===== config.mk =====
export PLATFORM = sky130hd
export DESIGN_NAME = wmds_divider
export DESIGN_NICKNAME = d
export VERILOG_FILES = /design/src/hdl/weighted_multiset_distance_similarity_unit_assert.svh /design/src/hdl/wmds_pkg.sv /design/src/hdl/wmds_divider.sv
export SDC_FILE = /design/constraint.sdc
export NUM_CORES = 1
export LEC_CHECK = 0
export BUFFER_PORTS_ARGS = -buffer_cell sky130_fd_sc_hd__buf_2
export CORE_UTILIZATION = 40
export DETAILED_ROUTE_END_ITERATION = 16
export GPL_ROUTABILITY_DRIVEN = 1
export GPL_TIMING_DRIVEN = 0
export SYNTH_ARGS = -nofsm -noshare
export SYNTH_HDL_FRONTEND = slang
export SYNTH_SLANG_ARGS = --single-unit

===== constraint.sdc =====
create_clock -name clock -period 6 [get_ports clock]
set_input_delay 1.8 -clock clock [delete_from_list [all_inputs] [get_ports clock]]
set_output_delay 1.8 -clock clock [all_outputs]
set_load 0.005 [all_outputs]

===== src/hdl/weighted_multiset_distance_similarity_unit_assert.svh =====
// Assertion macros for the weighted multiset similarity unit.
// Included by the top-level RTL file, which carries the concurrent assertions.
`ifndef WEIGHTED_MULTISET_DISTANCE_SIMILARITY_UNIT_ASSERT_SVH
`define WEIGHTED_MULTISET_DISTANCE_SIMILARITY_UNIT_ASSERT_SVH

// implication checked at every clock edge outside reset
`define WMDS_ASSERT_IMP(label, clk, rst, pre, post, msg) \
   label: assert property (@(posedge clk) disable iff (rst) (pre) |-> (post)) \
      else $error(msg);

// next-cycle implication checked outside reset
`define WMDS_ASSERT_NXT(label, clk, rst, pre, post, msg) \
   label: assert property (@(posedge clk) disable iff (rst) (pre) |=> (post)) \
      else $error(msg);

`endif


===== src/hdl/wmds_pkg.sv =====
// Package for the weighted multiset similarity unit: widths, states, helpers.
// No dependencies.
`default_nettype none
package wmds_pkg;
   localparam int LABEL_W = 32;
   localparam int DEPTH_W = 16;
   localparam int SIM_W   = 17;
   localparam int SHARE_W = 13;
   localparam int SUM_W   = 48;
   localparam int CSR_IDX_W = 1;

   localparam logic [CSR_IDX_W-1:0] CSR_DEPTH_FIRST  = 1'b0;
   localparam logic [CSR_IDX_W-1:0] CSR_DEPTH_SECOND = 1'b1;

   typedef enum logic [2:0] {
      ST_LOAD,
      ST_PRIME,
      ST_WALK,
      ST_DIV,
      ST_OUT
   } state_type;

   // merge engine -> divider handoff
   typedef struct packed {
      logic [SUM_W-1:0]   num;
      logic [SUM_W-1:0]   den;
      logic [SHARE_W-1:0] shared;
      logic               dropped;
   } sums_type;
endpackage
`default_nettype wire


===== src/hdl/wmds_divider.sv =====
// Restoring divider: floor((den-num)*2^16/den), one quotient bit per cycle.
// Depends on wmds_pkg.
`default_nettype none
module wmds_divider (
   input  wire logic                        clock,
   input  wire logic                        reset,
   input  wire logic                        start,
   input  wire wmds_pkg::sums_type          sums,
   output logic                             done,
   output logic [wmds_pkg::SIM_W-1:0]       quotient,
   output logic                             zero_den
);
   import wmds_pkg::*;

   localparam int QB = 17;  // result never exceeds 2^16
   logic [SUM_W:0]   rem_ff, rem_in;
   logic [SUM_W-1:0] den_ff, den_in;
   logic [QB-1:0]    q_ff, q_in;
   logic [SUM_W+16:0] dvd_ff, dvd_in;
   logic [4:0]       cnt_ff, cnt_in;
   logic             busy_ff, busy_in;
   logic [SUM_W:0]   trial;
   logic [SUM_W+1:0] sub;
   logic [SUM_W-1:0] diff;

   assign diff = sums.den - sums.num;

   // num <= den, so the quotient fits in QB bits and the upper dividend bits
   // give only zeros: the remainder starts as those bits, (den-num)>>1, and
   // the last QB dividend bits are walked one per cycle
   always_comb begin
      rem_in = rem_ff; den_in = den_ff; q_in = q_ff; dvd_in = dvd_ff;
      cnt_in = cnt_ff; busy_in = busy_ff;
      trial = {rem_ff[SUM_W-1:0], dvd_ff[SUM_W+16]};
      sub = {1'b0, trial} - {2'b00, den_ff};
      if (start) begin
         busy_in = (sums.den != '0);
         den_in = sums.den;
         dvd_in = {diff[0], {(SUM_W+16){1'b0}}};
         rem_in = {2'b00, diff[SUM_W-1:1]};
         q_in = '0;
         cnt_in = 5'(QB - 1);
      end else if (busy_ff) begin
         dvd_in = {dvd_ff[SUM_W+15:0], 1'b0};
         if (!sub[SUM_W+1]) begin
            rem_in = sub[SUM_W:0];
            q_in = {q_ff[QB-2:0], 1'b1};
         end else begin
            rem_in = trial;
            q_in = {q_ff[QB-2:0], 1'b0};
         end
         cnt_in = cnt_ff - 5'd1;
         if (cnt_ff == '0) busy_in = 1'b0;
      end
   end

   // QB steps, counted down to zero
   always_ff @(posedge clock) begin
      if (reset) begin
         busy_ff <= 1'b0;
         cnt_ff <= '0;
      end else begin
         busy_ff <= busy_in;
         cnt_ff <= cnt_in;
      end
      rem_ff <= rem_in; den_ff <= den_in; q_ff <= q_in; dvd_ff <= dvd_in;
   end

   logic busy_d_ff;
   always_ff @(posedge clock) begin
      if (reset) busy_d_ff <= 1'b0;
      else busy_d_ff <= busy_ff | start;
   end
   assign done = busy_d_ff & ~busy_ff & ~start;
   assign quotient = q_ff;
   assign zero_den = (den_ff == '0);
endmodule
`default_nettype wire


==> qor.csv, run 1 <==
stage,metric,value,unit
run_status,outcome,finished with violations,
run_status,violations,design-rule violations,
worst_setup_path,cp-start-kind,primary input,
grt,grt_max_degree,54,
placement,preCtsSetupSlack,-0.305,ns
worst_setup_path,arrival,3.81,ns
clock_network,cts_max_level,4,
worst_setup_path,worst_r2r_endpoint,rem_ff[2],
logic_synthesis,synth_area,0.0108,sq mm
clock_network,cts_tree,built,
clock_network,cts_root_buffer,clkbuf_16,
routing,drc,4,
run,max_cap_viol_count,0,
floorplanning,ios,132,
sta,period_share,0.934,
routing,via_count,10100,
worst_setup_path,rrSetupSlack,1.82,ns
sta,tightest_slew,1.17,ns
logic_synthesis,post_synth_num_cell_types,67,
layout,final_util,0.471,
grt,grt_pass1_vias,9369,
sta,rsz0062_at_grt,no,
sta,finClkSkew,0.00950,ns
clock_network,clockBufferDepth,2,
routing,firstDrtPassIters,11,
clock_network,cts_buffers,17,
routing,viasPerCell,5.74,
clock_network,cts_sinks,121,
pwr,ir_worst_vdd,0.224,mV
logic_synthesis,synth_top_area_share,0.268,
placement,dpl.hpwl,26700,um
pwr,power,4.45,mW
routing,antenna_left,0,
worst_setup_path,critPathRequiredTime,4.20,ns
worst_setup_path,r2r_start,den_ff[9],
clock_network,clkSlewWorstSetupHoldPaths,0.06,ns
sta,hold_slack,0.497,ns
logic_synthesis,ys_seq_area_frac,0.314,
logic_synthesis,yosys.area.top_type,edfxtp_1,
worst_setup_path,worst-path-max-fanout,53,
hold_path,min_from,quotient[16],
floorplanning,dieArea,0.0276,sq mm
clock_network,cts_setup_buffers,0,
routing,routed_wl,33800,um
sta,setup_violations,0,
layout,multi_input_area,0.00670,sq mm
worst_setup_path,crit_path_end_kind,output pin,
pwr,power_per_cell_area,361,mW/mm^2
logic_synthesis,synth-edff-count,96,
routing,wl_per_cell,19.2,um
floorplanning,initial_core_util,0.411,
grt,grt_pass1_wl,52000,um
logic_synthesis,synth_flop_cell,edfxtp_1,
floorplanning,fp.dieH,166,um
pwr,p_leak,5.46,nW
sta,setup_ws,0.395,ns
logic_synthesis,ys_ff_latch,121,
sta,final_max_slew_viol_count,0,
floorplanning,fp.dieW,166,um
layout,num_antenna_cells,0,
hold_path,min_path_type,flip-flop to flip-flop,
hold_path,hold_depth,2,
sta,finalHoldViolations,0,
sta,slew_headroom,0.214,
logic_synthesis,syn_inst,1273,
layout,final_area,0.0123,sq mm
logic_synthesis,async_flop_share,0,
layout,area.sequential,0.00338,sq mm
placement,portBuffers,117,
logic_synthesis,synth.avg_cell_area,8.46,sq um
sta,fin_crit,5.61,ns
layout,final_cells,1757,
logic_synthesis,ys_warn_count,0,
routing,drt_iter0_markers,822,
placement,placed_area,0.0118,sq mm
clock_network,clk_latency,0.43,ns
sta,max_freq,0.178,GHz
grt,grt.overflow.total,0,
layout,fill_cells,2594,
logic_synthesis,yosys-top-cells-area,"edfxtp_1, ha_1, mux2i_1, a21oi_1, dfxtp_1",
worst_setup_path,path_class,primary input to output pin,
layout,areaGrowthSynthToFinish,14.6,%
hold_path,hold_end,quotient[16],
layout,drive_gt1_frac,0.120,
placement,gp_congestion,0.921,
layout,nets,1621,
placement,placed_cells,1725,
grt,antenna_found_initial,0,
logic_synthesis,synth_nets,1485,
sta,finalSetupTns,0,ns
floorplanning,rows,59,
floorplanning,core,0.0262,sq mm
worst_setup_path,worstRegToRegCells,14,
grt,grt_usage,0.244,
Yosys cell counts, types with 10 or more instances:
cell and n:
nand4_1 30, nor2b_1 14, ha_1 97, nand2_1 101, a211oi_1 11, or3_1 11
xor2_1 29, nor2_1 97, nand2b_1 13, buf_2 10, nor4_1 27, dfxtp_1 25
o21bai_1 17, o21a_1 20, clkbuf_1 39, edfxtp_1 96, xnor2_1 54, nand3_1 20
a31oi_1 21, a21o_1 45, o21ai_1 24, inv_1 123, nor3_1 20, a21oi_1 103
mux2i_1 58, o21ai_0 58
logic make-up (layout without fill, tap and decap cells):
kind of cell	Yosys count	after routing	share of synthesized area
compound gates	378	378	0.226
simple gates	354	354	0.157
buf+inv	179	328	0.0646
flops	121	121	0.314
fa+ha+maj	99	99	0.116
xor+xnor	83	83	0.0675
mux	59	59	0.0549
what timing repair did:
action	4_1_cts	5_1_grt
hold endpoints to repair	0	0
hold buffers	0	0
resized for setup	1	1
endpoints found under the setup margin	1	1
how the worst max path moves through the flow:
stage	from	end	slack (ns)	depth (start not counted)
4_1_cts	start	done	0.10	5
6_report	start	done	0.39	5
2_1_floorplan	sums[14]	rem_ff[43]	1.22	14
3_3_place_gp	start	done	-0.30	5
5_1_grt	sums[14]	rem_ff[43]	0.23	15
3_5_place_dp	start	done	-0.31	5
placed cells by master, fill, tap and decap left out, drive strengths merged, types with 8 or more instances in the layout:
cell / instances
xnor2: 54
a211oi: 12
a31oi: 22
inv: 124
mux2i: 58
o21a: 20
or3: 11
o31ai: 8
ha: 97
buf: 132
nor2b: 14
o21bai: 17
dfxtp: 25
clkbuf: 61
edfxtp: 96
nor3: 20
nor2: 97
a2111oi: 9
a21o: 45
nand4: 30
nand2: 101
nor4: 27
nand2b: 13
o21ai: 82
o211ai: 8
nand3: 20
a21oi: 104
xor2: 29
routing by layer:
metal | GRT usage | part of all wire | up-vias
li1 | - | - | 4926
met1 | 0.356 | 0.48 | 4736
met2 | 0.360 | 0.42 | 385
met3 | 0.0393 | 0.077 | 34
met4 | 0.0866 | 0.021 | 0
met5 | 0 | 0 | -
flip-flops by register name, indices dropped and copies added (netlist names):
| register | flops |
|---|---|
| quotient | 17 |
| rem_ff | 48 |
| den_ff | 48 |
| busy_ff | 1 |
| busy_d_ff | 1 |
| cnt_ff | 5 |
| dvd_ff | 1 |
worst max-delay path, cell delays in order:
cell      delay, ns
clkbuf_4       0.57
clkbuf_1       0.43
or2_4          0.71
nor2_1         0.07
buf_2          0.15
report_power, final:
group	internal [mW]	leakage, nW	switching [mW]
Sequential	1.11	1.16	0.0920
Clock	0.610	0.267	0.390
Combinational	0.885	4.04	1.37
final cells by class:
| type | count | area share |
|---|---|---|
| timing repair buffer | 117 | 0.0476 |
| tap | 335 | 0.0340 |
| sequential | 121 | 0.274 |
| multi-input combinational | 973 | 0.542 |
| clock buffer | 21 | 0.0357 |
| buffer | 55 | 0.0186 |
| inverter | 124 | 0.0377 |
| clock inverter | 11 | 0.0100 |
(Power assumes the default switching activity.)
==> inputs of run 2 (changes only) <==
--- a/config.mk
+++ b/config.mk
@@ -5,10 +5,11 @@
 export SDC_FILE = /design/constraint.sdc
 export NUM_CORES = 1
 export LEC_CHECK = 0
+export ABC_AREA = 1
 export BUFFER_PORTS_ARGS = -buffer_cell sky130_fd_sc_hd__buf_2
 export CORE_UTILIZATION = 40
 export DETAILED_ROUTE_END_ITERATION = 16
-export GPL_ROUTABILITY_DRIVEN = 1
+export GPL_ROUTABILITY_DRIVEN = 0
 export GPL_TIMING_DRIVEN = 0
 export SYNTH_ARGS = -nofsm -noshare
 export SYNTH_HDL_FRONTEND = slang
==> run 2 against run 1 <==
Compared with the run above: the flow now finishes without violations; clock power decreased by 7%; die area up 27%; non-clock buffer count fell by 26; critical path depth unchanged; hold slack got worse by 0.037 ns; fmax grew 1.7%; sequential power down 4%; combinational power grew 13%; critical path type unchanged.
==> qor.csv, run 2 <==
stage,metric,value,unit
layout,areaGrowthSynthToFinish,12.5,%
logic_synthesis,synth_compound_area_frac,0.0735,
logic_synthesis,synthTopCellsByCount,"nand2_1, inv_1, nor2_1, nand3_1, a21oi_1",
sta,max_freq,0.181,GHz
sta,period_share,0.919,
routing,drc,0,
clock_network,cts_repair_resize_count,0,
routing,antenna_left,0,
sta,rsz0062_at_grt,no,
logic_synthesis,ys_warn_count,0,
sta,finClkSkew,0.0104,ns
sta,slew_headroom,0.325,
logic_synthesis,synth-xor-area-share,0.0244,
clock_network,cts_tree,built,
worst_setup_path,rrSetupSlack,3.20,ns
sta,final_max_slew_viol_count,0,
worst_setup_path,arrival,3.71,ns
grt,grt_max_degree,50,
sta,finalHoldViolations,0,
worst_setup_path,crit_path_end_kind,output pin,
layout,drive_gt1_frac,0.0884,
grt,grt.overflow.total,0,
routing,viasPerCell,5.10,
sta,fin_crit,5.51,ns
logic_synthesis,ys_ff_latch,121,
logic_synthesis,synth.avg_cell_area,6.01,sq um
sta,setup_violations,0,
worst_setup_path,critPathRequiredTime,4.20,ns
worst_setup_path,cpMaxStageDelayCell,buf_2,
grt,grt_pass1_vias,14000,
clock_network,cts_setup_buffers,0,
worst_setup_path,worst-path-max-fanout,49,
worst_setup_path,cp_cell_sequence,"buf_2, clkbuf_1, clkbuf_1, nor2_1, buf_2",
worst_setup_path,r2r_start,dvd_ff[64],
layout,final_common_cell,nand2_1,
placement,portBuffers,117,
sta,finalSetupTns,0,ns
clock_network,cts_root_buffer,clkbuf_16,
routing,drt_iter0_markers,1261,
sta,tightest_slew,1.01,ns
layout,fill_cells,3621,
floorplanning,fp.dieW,187,um
layout,final_area,0.0154,sq mm
layout,layout_common_cells,"nand2_1, inv_1, nor2_1",
routing,routed_wl,48200,um
pwr,power_per_cell_area,300,mW/mm^2
logic_synthesis,ys_seq_area_frac,0.248,
worst_setup_path,cp_slowest_stage_delay,0.75,ns
worst_setup_path,critPathLaunch,start,
logic_synthesis,synth_top_area_share,0.218,
clock_network,clk_latency,0.42,ns
floorplanning,rows,67,
clock_network,clkSlewWorstSetupHoldPaths,0.05,ns
worst_setup_path,worstRegToRegCells,16,
run,max_cap_viol_count,0,
logic_synthesis,muxShareOfSynthArea,0,
logic_synthesis,synth-edff-count,96,
grt,grt_pass1_wl,73800,um
logic_synthesis,synthSimpleGateAreaFrac,0.413,
run_status,outcome,"complete, no violations",
worst_setup_path,path_class,primary input to output pin,
logic_synthesis,synth_flop_cell,edfxtp_1,
placement,placed_area,0.0148,sq mm
floorplanning,dieArea,0.0349,sq mm
pwr,p_leak,8.41,nW
clock_network,cts_max_level,4,
routing,via_count,14600,
worst_setup_path,worst_r2r_endpoint,rem_ff[38],
floorplanning,ios,132,
logic_synthesis,post_synth_num_cell_types,45,
logic_synthesis,yosysMostFrequentCell,nand2_1,
hold_path,hold_depth,2,
logic_synthesis,yosys.area.top_type,nand2_1,
worst_setup_path,cp-start-kind,primary input,
grt,antenna_found_initial,0,
floorplanning,initial_core_util,0.407,
placement,dpl.hpwl,41700,um
logic_synthesis,synth_area,0.0137,sq mm
hold_path,hold_end,quotient[16],
floorplanning,fp.dieH,187,um
clock_network,cts_sinks,121,
layout,num_antenna_cells,0,
logic_synthesis,yosys-top-cells-area,"nand2_1, edfxtp_1, inv_1, ha_1, nand3_1",
routing,firstDrtPassIters,6,
floorplanning,core,0.0335,sq mm
logic_synthesis,synth_adder_area_share,0.0918,
pwr,power,4.62,mW
pwr,ir_worst_vdd,0.164,mV
logic_synthesis,synth_top_family_by_area,simple AND/OR/NAND/NOR gates,
logic_synthesis,syn_inst,2272,
hold_path,min_path_type,flip-flop to flip-flop,
routing,wl_per_cell,16.8,um
clock_network,clockBufferDepth,2,
layout,nets,2621,
clock_network,hold_buffers,0,
hold_path,min_from,quotient[16],
logic_synthesis,synth_nets,2484,
logic_synthesis,async_flop_share,0,
grt,grt_usage,0.276,
clock_network,cts_buffers,17,
run 2: worst max-delay path, delay by kind of cell:
| family | cells | cell delay [ns] |
|---|---|---|
| AND/OR/NAND/NOR | 1 | 0.10 |
| buffers and inverters | 4 | 1.77 |
run 2: layout make-up:
class / count / area (sq um) / area share
multi-input combinational: 1630 / 8230 / 0.536
sequential: 121 / 3380 / 0.220
inverter: 493 / 1850 / 0.120
timing repair buffer: 118 / 606 / 0.0394
tap: 448 / 561 / 0.0365
clock buffer: 23 / 499 / 0.0325
buffer: 28 / 196 / 0.0128
clock inverter: 9 / 45.0 / 0.00293
run 2: how the worst max path moves through the flow:
stage / end / slack (ns) / cells after the start
detailed placement: done / 0.47 / 5
floorplan: dvd_ff[64] / 1.82 / 4
finish: done / 0.49 / 5
CTS: done / 0.47 / 5
global placement: rem_ff[4] / -0.11 / 5
global route: done / 0.33 / 5
run 2: per-stage QoR:
step / hold WS, ns / worst slack, ns / util / cells
2_1_floorplan: 0.442 / 1.82 / - / 2272
3_3_place_gp: 0.446 / -0.109 / 0.442 / 2837
3_5_place_dp: 0.449 / 0.467 / 0.442 / 2838
4_1_cts: 0.466 / 0.466 / 0.459 / 2870
5_1_grt: 0.496 / 0.331 / 0.459 / 2870
6_report: 0.460 / 0.486 / 0.459 / 2870
run 2: power breakdown:
part	switching (mW)	internal (mW)
sequential	0.0765	1.07
combinational	1.68	0.861
clock	0.350	0.577
run 2: per-layer routing:
metal | vias to the layer above | GRT usage | wire (um)
met1 | 6581 | 0.355 | 20900
met3 | 124 | 0.0261 | 2980
met4 | 0 | 0.141 | 2470
met5 | - | 0 | 0
li1 | 7388 | - | -
met2 | 551 | 0.460 | 21800
run 2: kinds of logic after synthesis:
family                   Yosys count
AND/OR/NAND/NOR                 1308
buffers and inverters            521
AO/OA/AOI/OAI                    185
flip-flops                       121
adder cells (fa/ha/maj)           99
XOR/XNOR                          38
==> inputs of run 3 (changes only) <==
--- a/config.mk
+++ b/config.mk
@@ -5,7 +5,6 @@
 export SDC_FILE = /design/constraint.sdc
 export NUM_CORES = 1
 export LEC_CHECK = 0
-export ABC_AREA = 1
 export BUFFER_PORTS_ARGS = -buffer_cell sky130_fd_sc_hd__buf_2
 export CORE_UTILIZATION = 40
 export DETAILED_ROUTE_END_ITERATION = 16
==> run 3 against run 2 <==
Compared with the run above: the run now ends with design-rule violations left; non-clock buffer count grew 26; die area shrank 21%; clock skew grew 0.0023 ns; critical path type unchanged; flip-flop and latch count is the same; hold slack gained 0.028 ns.
==> qor.csv, run 3 (synthesis results as in run 1) <==
stage,metric,value,unit
clock_network,cts_buffers,17,
sta,setup_ws,0.342,ns
clock_network,cts_root_buffer,clkbuf_16,
pwr,ir_worst_vdd,0.225,mV
floorplanning,fp.dieW,166,um
routing,antenna_left,0,
worst_setup_path,critPathLaunch,start,
sta,tightest_slew,1.06,ns
clock_network,clkSlewWorstSetupHoldPaths,0.05,ns
run,max_cap_viol_count,0,
clock_network,hold_buffers,0,
routing,firstDrtPassIters,12,
grt,grt.overflow.total,0,
pwr,power_per_cell_area,364,mW/mm^2
routing,via_count,10100,
floorplanning,ios,132,
routing,routed_wl,33600,um
layout,final_common_cell,buf_2,
floorplanning,core,0.0262,sq mm
sta,period_share,0.943,
clock_network,cts_max_level,4,
routing,drt_iter0_markers,1002,
hold_path,min_path_type,flip-flop to flip-flop,
sta,slew_headroom,0.287,
sta,max_freq,0.177,GHz
clock_network,clockBufferDepth,2,
pwr,p_leak,5.48,nW
floorplanning,initial_core_util,0.411,
floorplanning,dieArea,0.0276,sq mm
worst_setup_path,rrSetupSlack,1.83,ns
hold_path,hold_depth,2,
run_status,outcome,finished with violations,
layout,layout_common_cells,"buf_2, inv_1, a21oi_1",
run_status,violations,design-rule violations,
grt,grt_pass1_vias,9233,
worst_setup_path,worstRegToRegCells,14,
worst_setup_path,crit_path_end_kind,output pin,
sta,rsz0062_at_grt,no,
worst_setup_path,path_class,primary input to output pin,
sta,hold_slack,0.488,ns
clock_network,cts_setup_buffers,0,
hold_path,min_from,quotient[16],
grt,grt_pass1_wl,51600,um
worst_setup_path,r2r_start,den_ff[9],
sta,final_max_slew_viol_count,0,
clock_network,clk_latency,0.43,ns
layout,final_cells,1757,
grt,antenna_found_initial,0,
worst_setup_path,arrival,3.86,ns
layout,drive_gt1_frac,0.121,
placement,dpl.hpwl,26700,um
worst_setup_path,cp-start-kind,primary input,
floorplanning,rows,59,
layout,nets,1621,
sta,finalHoldViolations,0,
clock_network,cts_tree,built,
worst_setup_path,critPathRequiredTime,4.20,ns
placement,portBuffers,117,
placement,placed_cells,1725,
floorplanning,fp.dieH,166,um
routing,wl_per_cell,19.1,um
grt,grt_max_degree,54,
layout,fill_cells,2577,
sta,setup_violations,0,
layout,areaGrowthSynthToFinish,15.0,%
clock_network,cts_sinks,121,
sta,fin_crit,5.66,ns
worst_setup_path,worst_r2r_endpoint,rem_ff[3],
worst_setup_path,worst-path-max-fanout,53,
grt,grt_usage,0.242,
layout,num_antenna_cells,0,
placement,preCtsSetupSlack,-0.335,ns
routing,drc,4,
sta,finClkSkew,0.0127,ns
routing,viasPerCell,5.76,
pwr,power,4.51,mW
hold_path,hold_end,quotient[16],
[run 3: changes by cell type in the layout (fill, tap and decap cells not counted), moves of 52 or more]
cell / delta
inv_1: -365
mux2i_1: +58
nand2_1: -692
nand3_1: -130
nand3b_1: -52
nor2_1: -92
[run 3: routing by layer]
| layer | routed length [um] | up-vias | track usage |
|---|---|---|---|
| met3 | 2370 | 39 | 0.0386 |
| met5 | 0 | - | 0 |
| met2 | 14100 | 405 | 0.354 |
| met1 | 16300 | 4745 | 0.357 |
| met4 | 837 | 0 | 0.0849 |
| li1 | - | 4936 | - |
[run 3: worst max-delay path, cell delays in order]
cell	delay, ns
clkbuf_4	0.57
clkbuf_1	0.46
or2_4	0.76
nor2_1	0.07
buf_2	0.16
[run 3: timing repair]
item | CTS | global route
gates cloned | 0 | 0
gates resized for setup | 1 | 1
setup endpoints to repair | 1 | 1
[run 3: worst max path at each step]
stage,to,slack [ns],cells past startpoint
after detailed placement,done,-0.33,5
after CTS,done,0.06,5
final,done,0.34,5
after global routing,done,0.11,5
after global placement,done,-0.34,5
after floorplan,rem_ff[43],1.22,14
[run 3: per-stage QoR]
stage               cell area [sq um]   util  TNS [ns]
global placement                11800  0.449    -0.337
CTS                             12400  0.472         0
finish                          12400  0.473         0
global route                    12400  0.473         0
floorplan                       10800      -         0
detailed placement              11800  0.449    -0.335
[run 3: power breakdown]
part / internal, mW / switching (mW)
clock network: 0.654 / 0.401
registers: 1.11 / 0.0901
logic: 0.885 / 1.37
total: 2.65 / 1.87
[run 3: cell type report]
type / instances / area, sq um / area share
inverter: 124 / 465 / 0.0376
timing repair buffer: 117 / 588 / 0.0475
tap: 335 / 419 / 0.0338
multi-input combinational: 973 / 6700 / 0.541
buffer: 55 / 230 / 0.0186
clock inverter: 14 / 173 / 0.0139
sequential: 121 / 3380 / 0.273
clock buffer: 18 / 429 / 0.0347
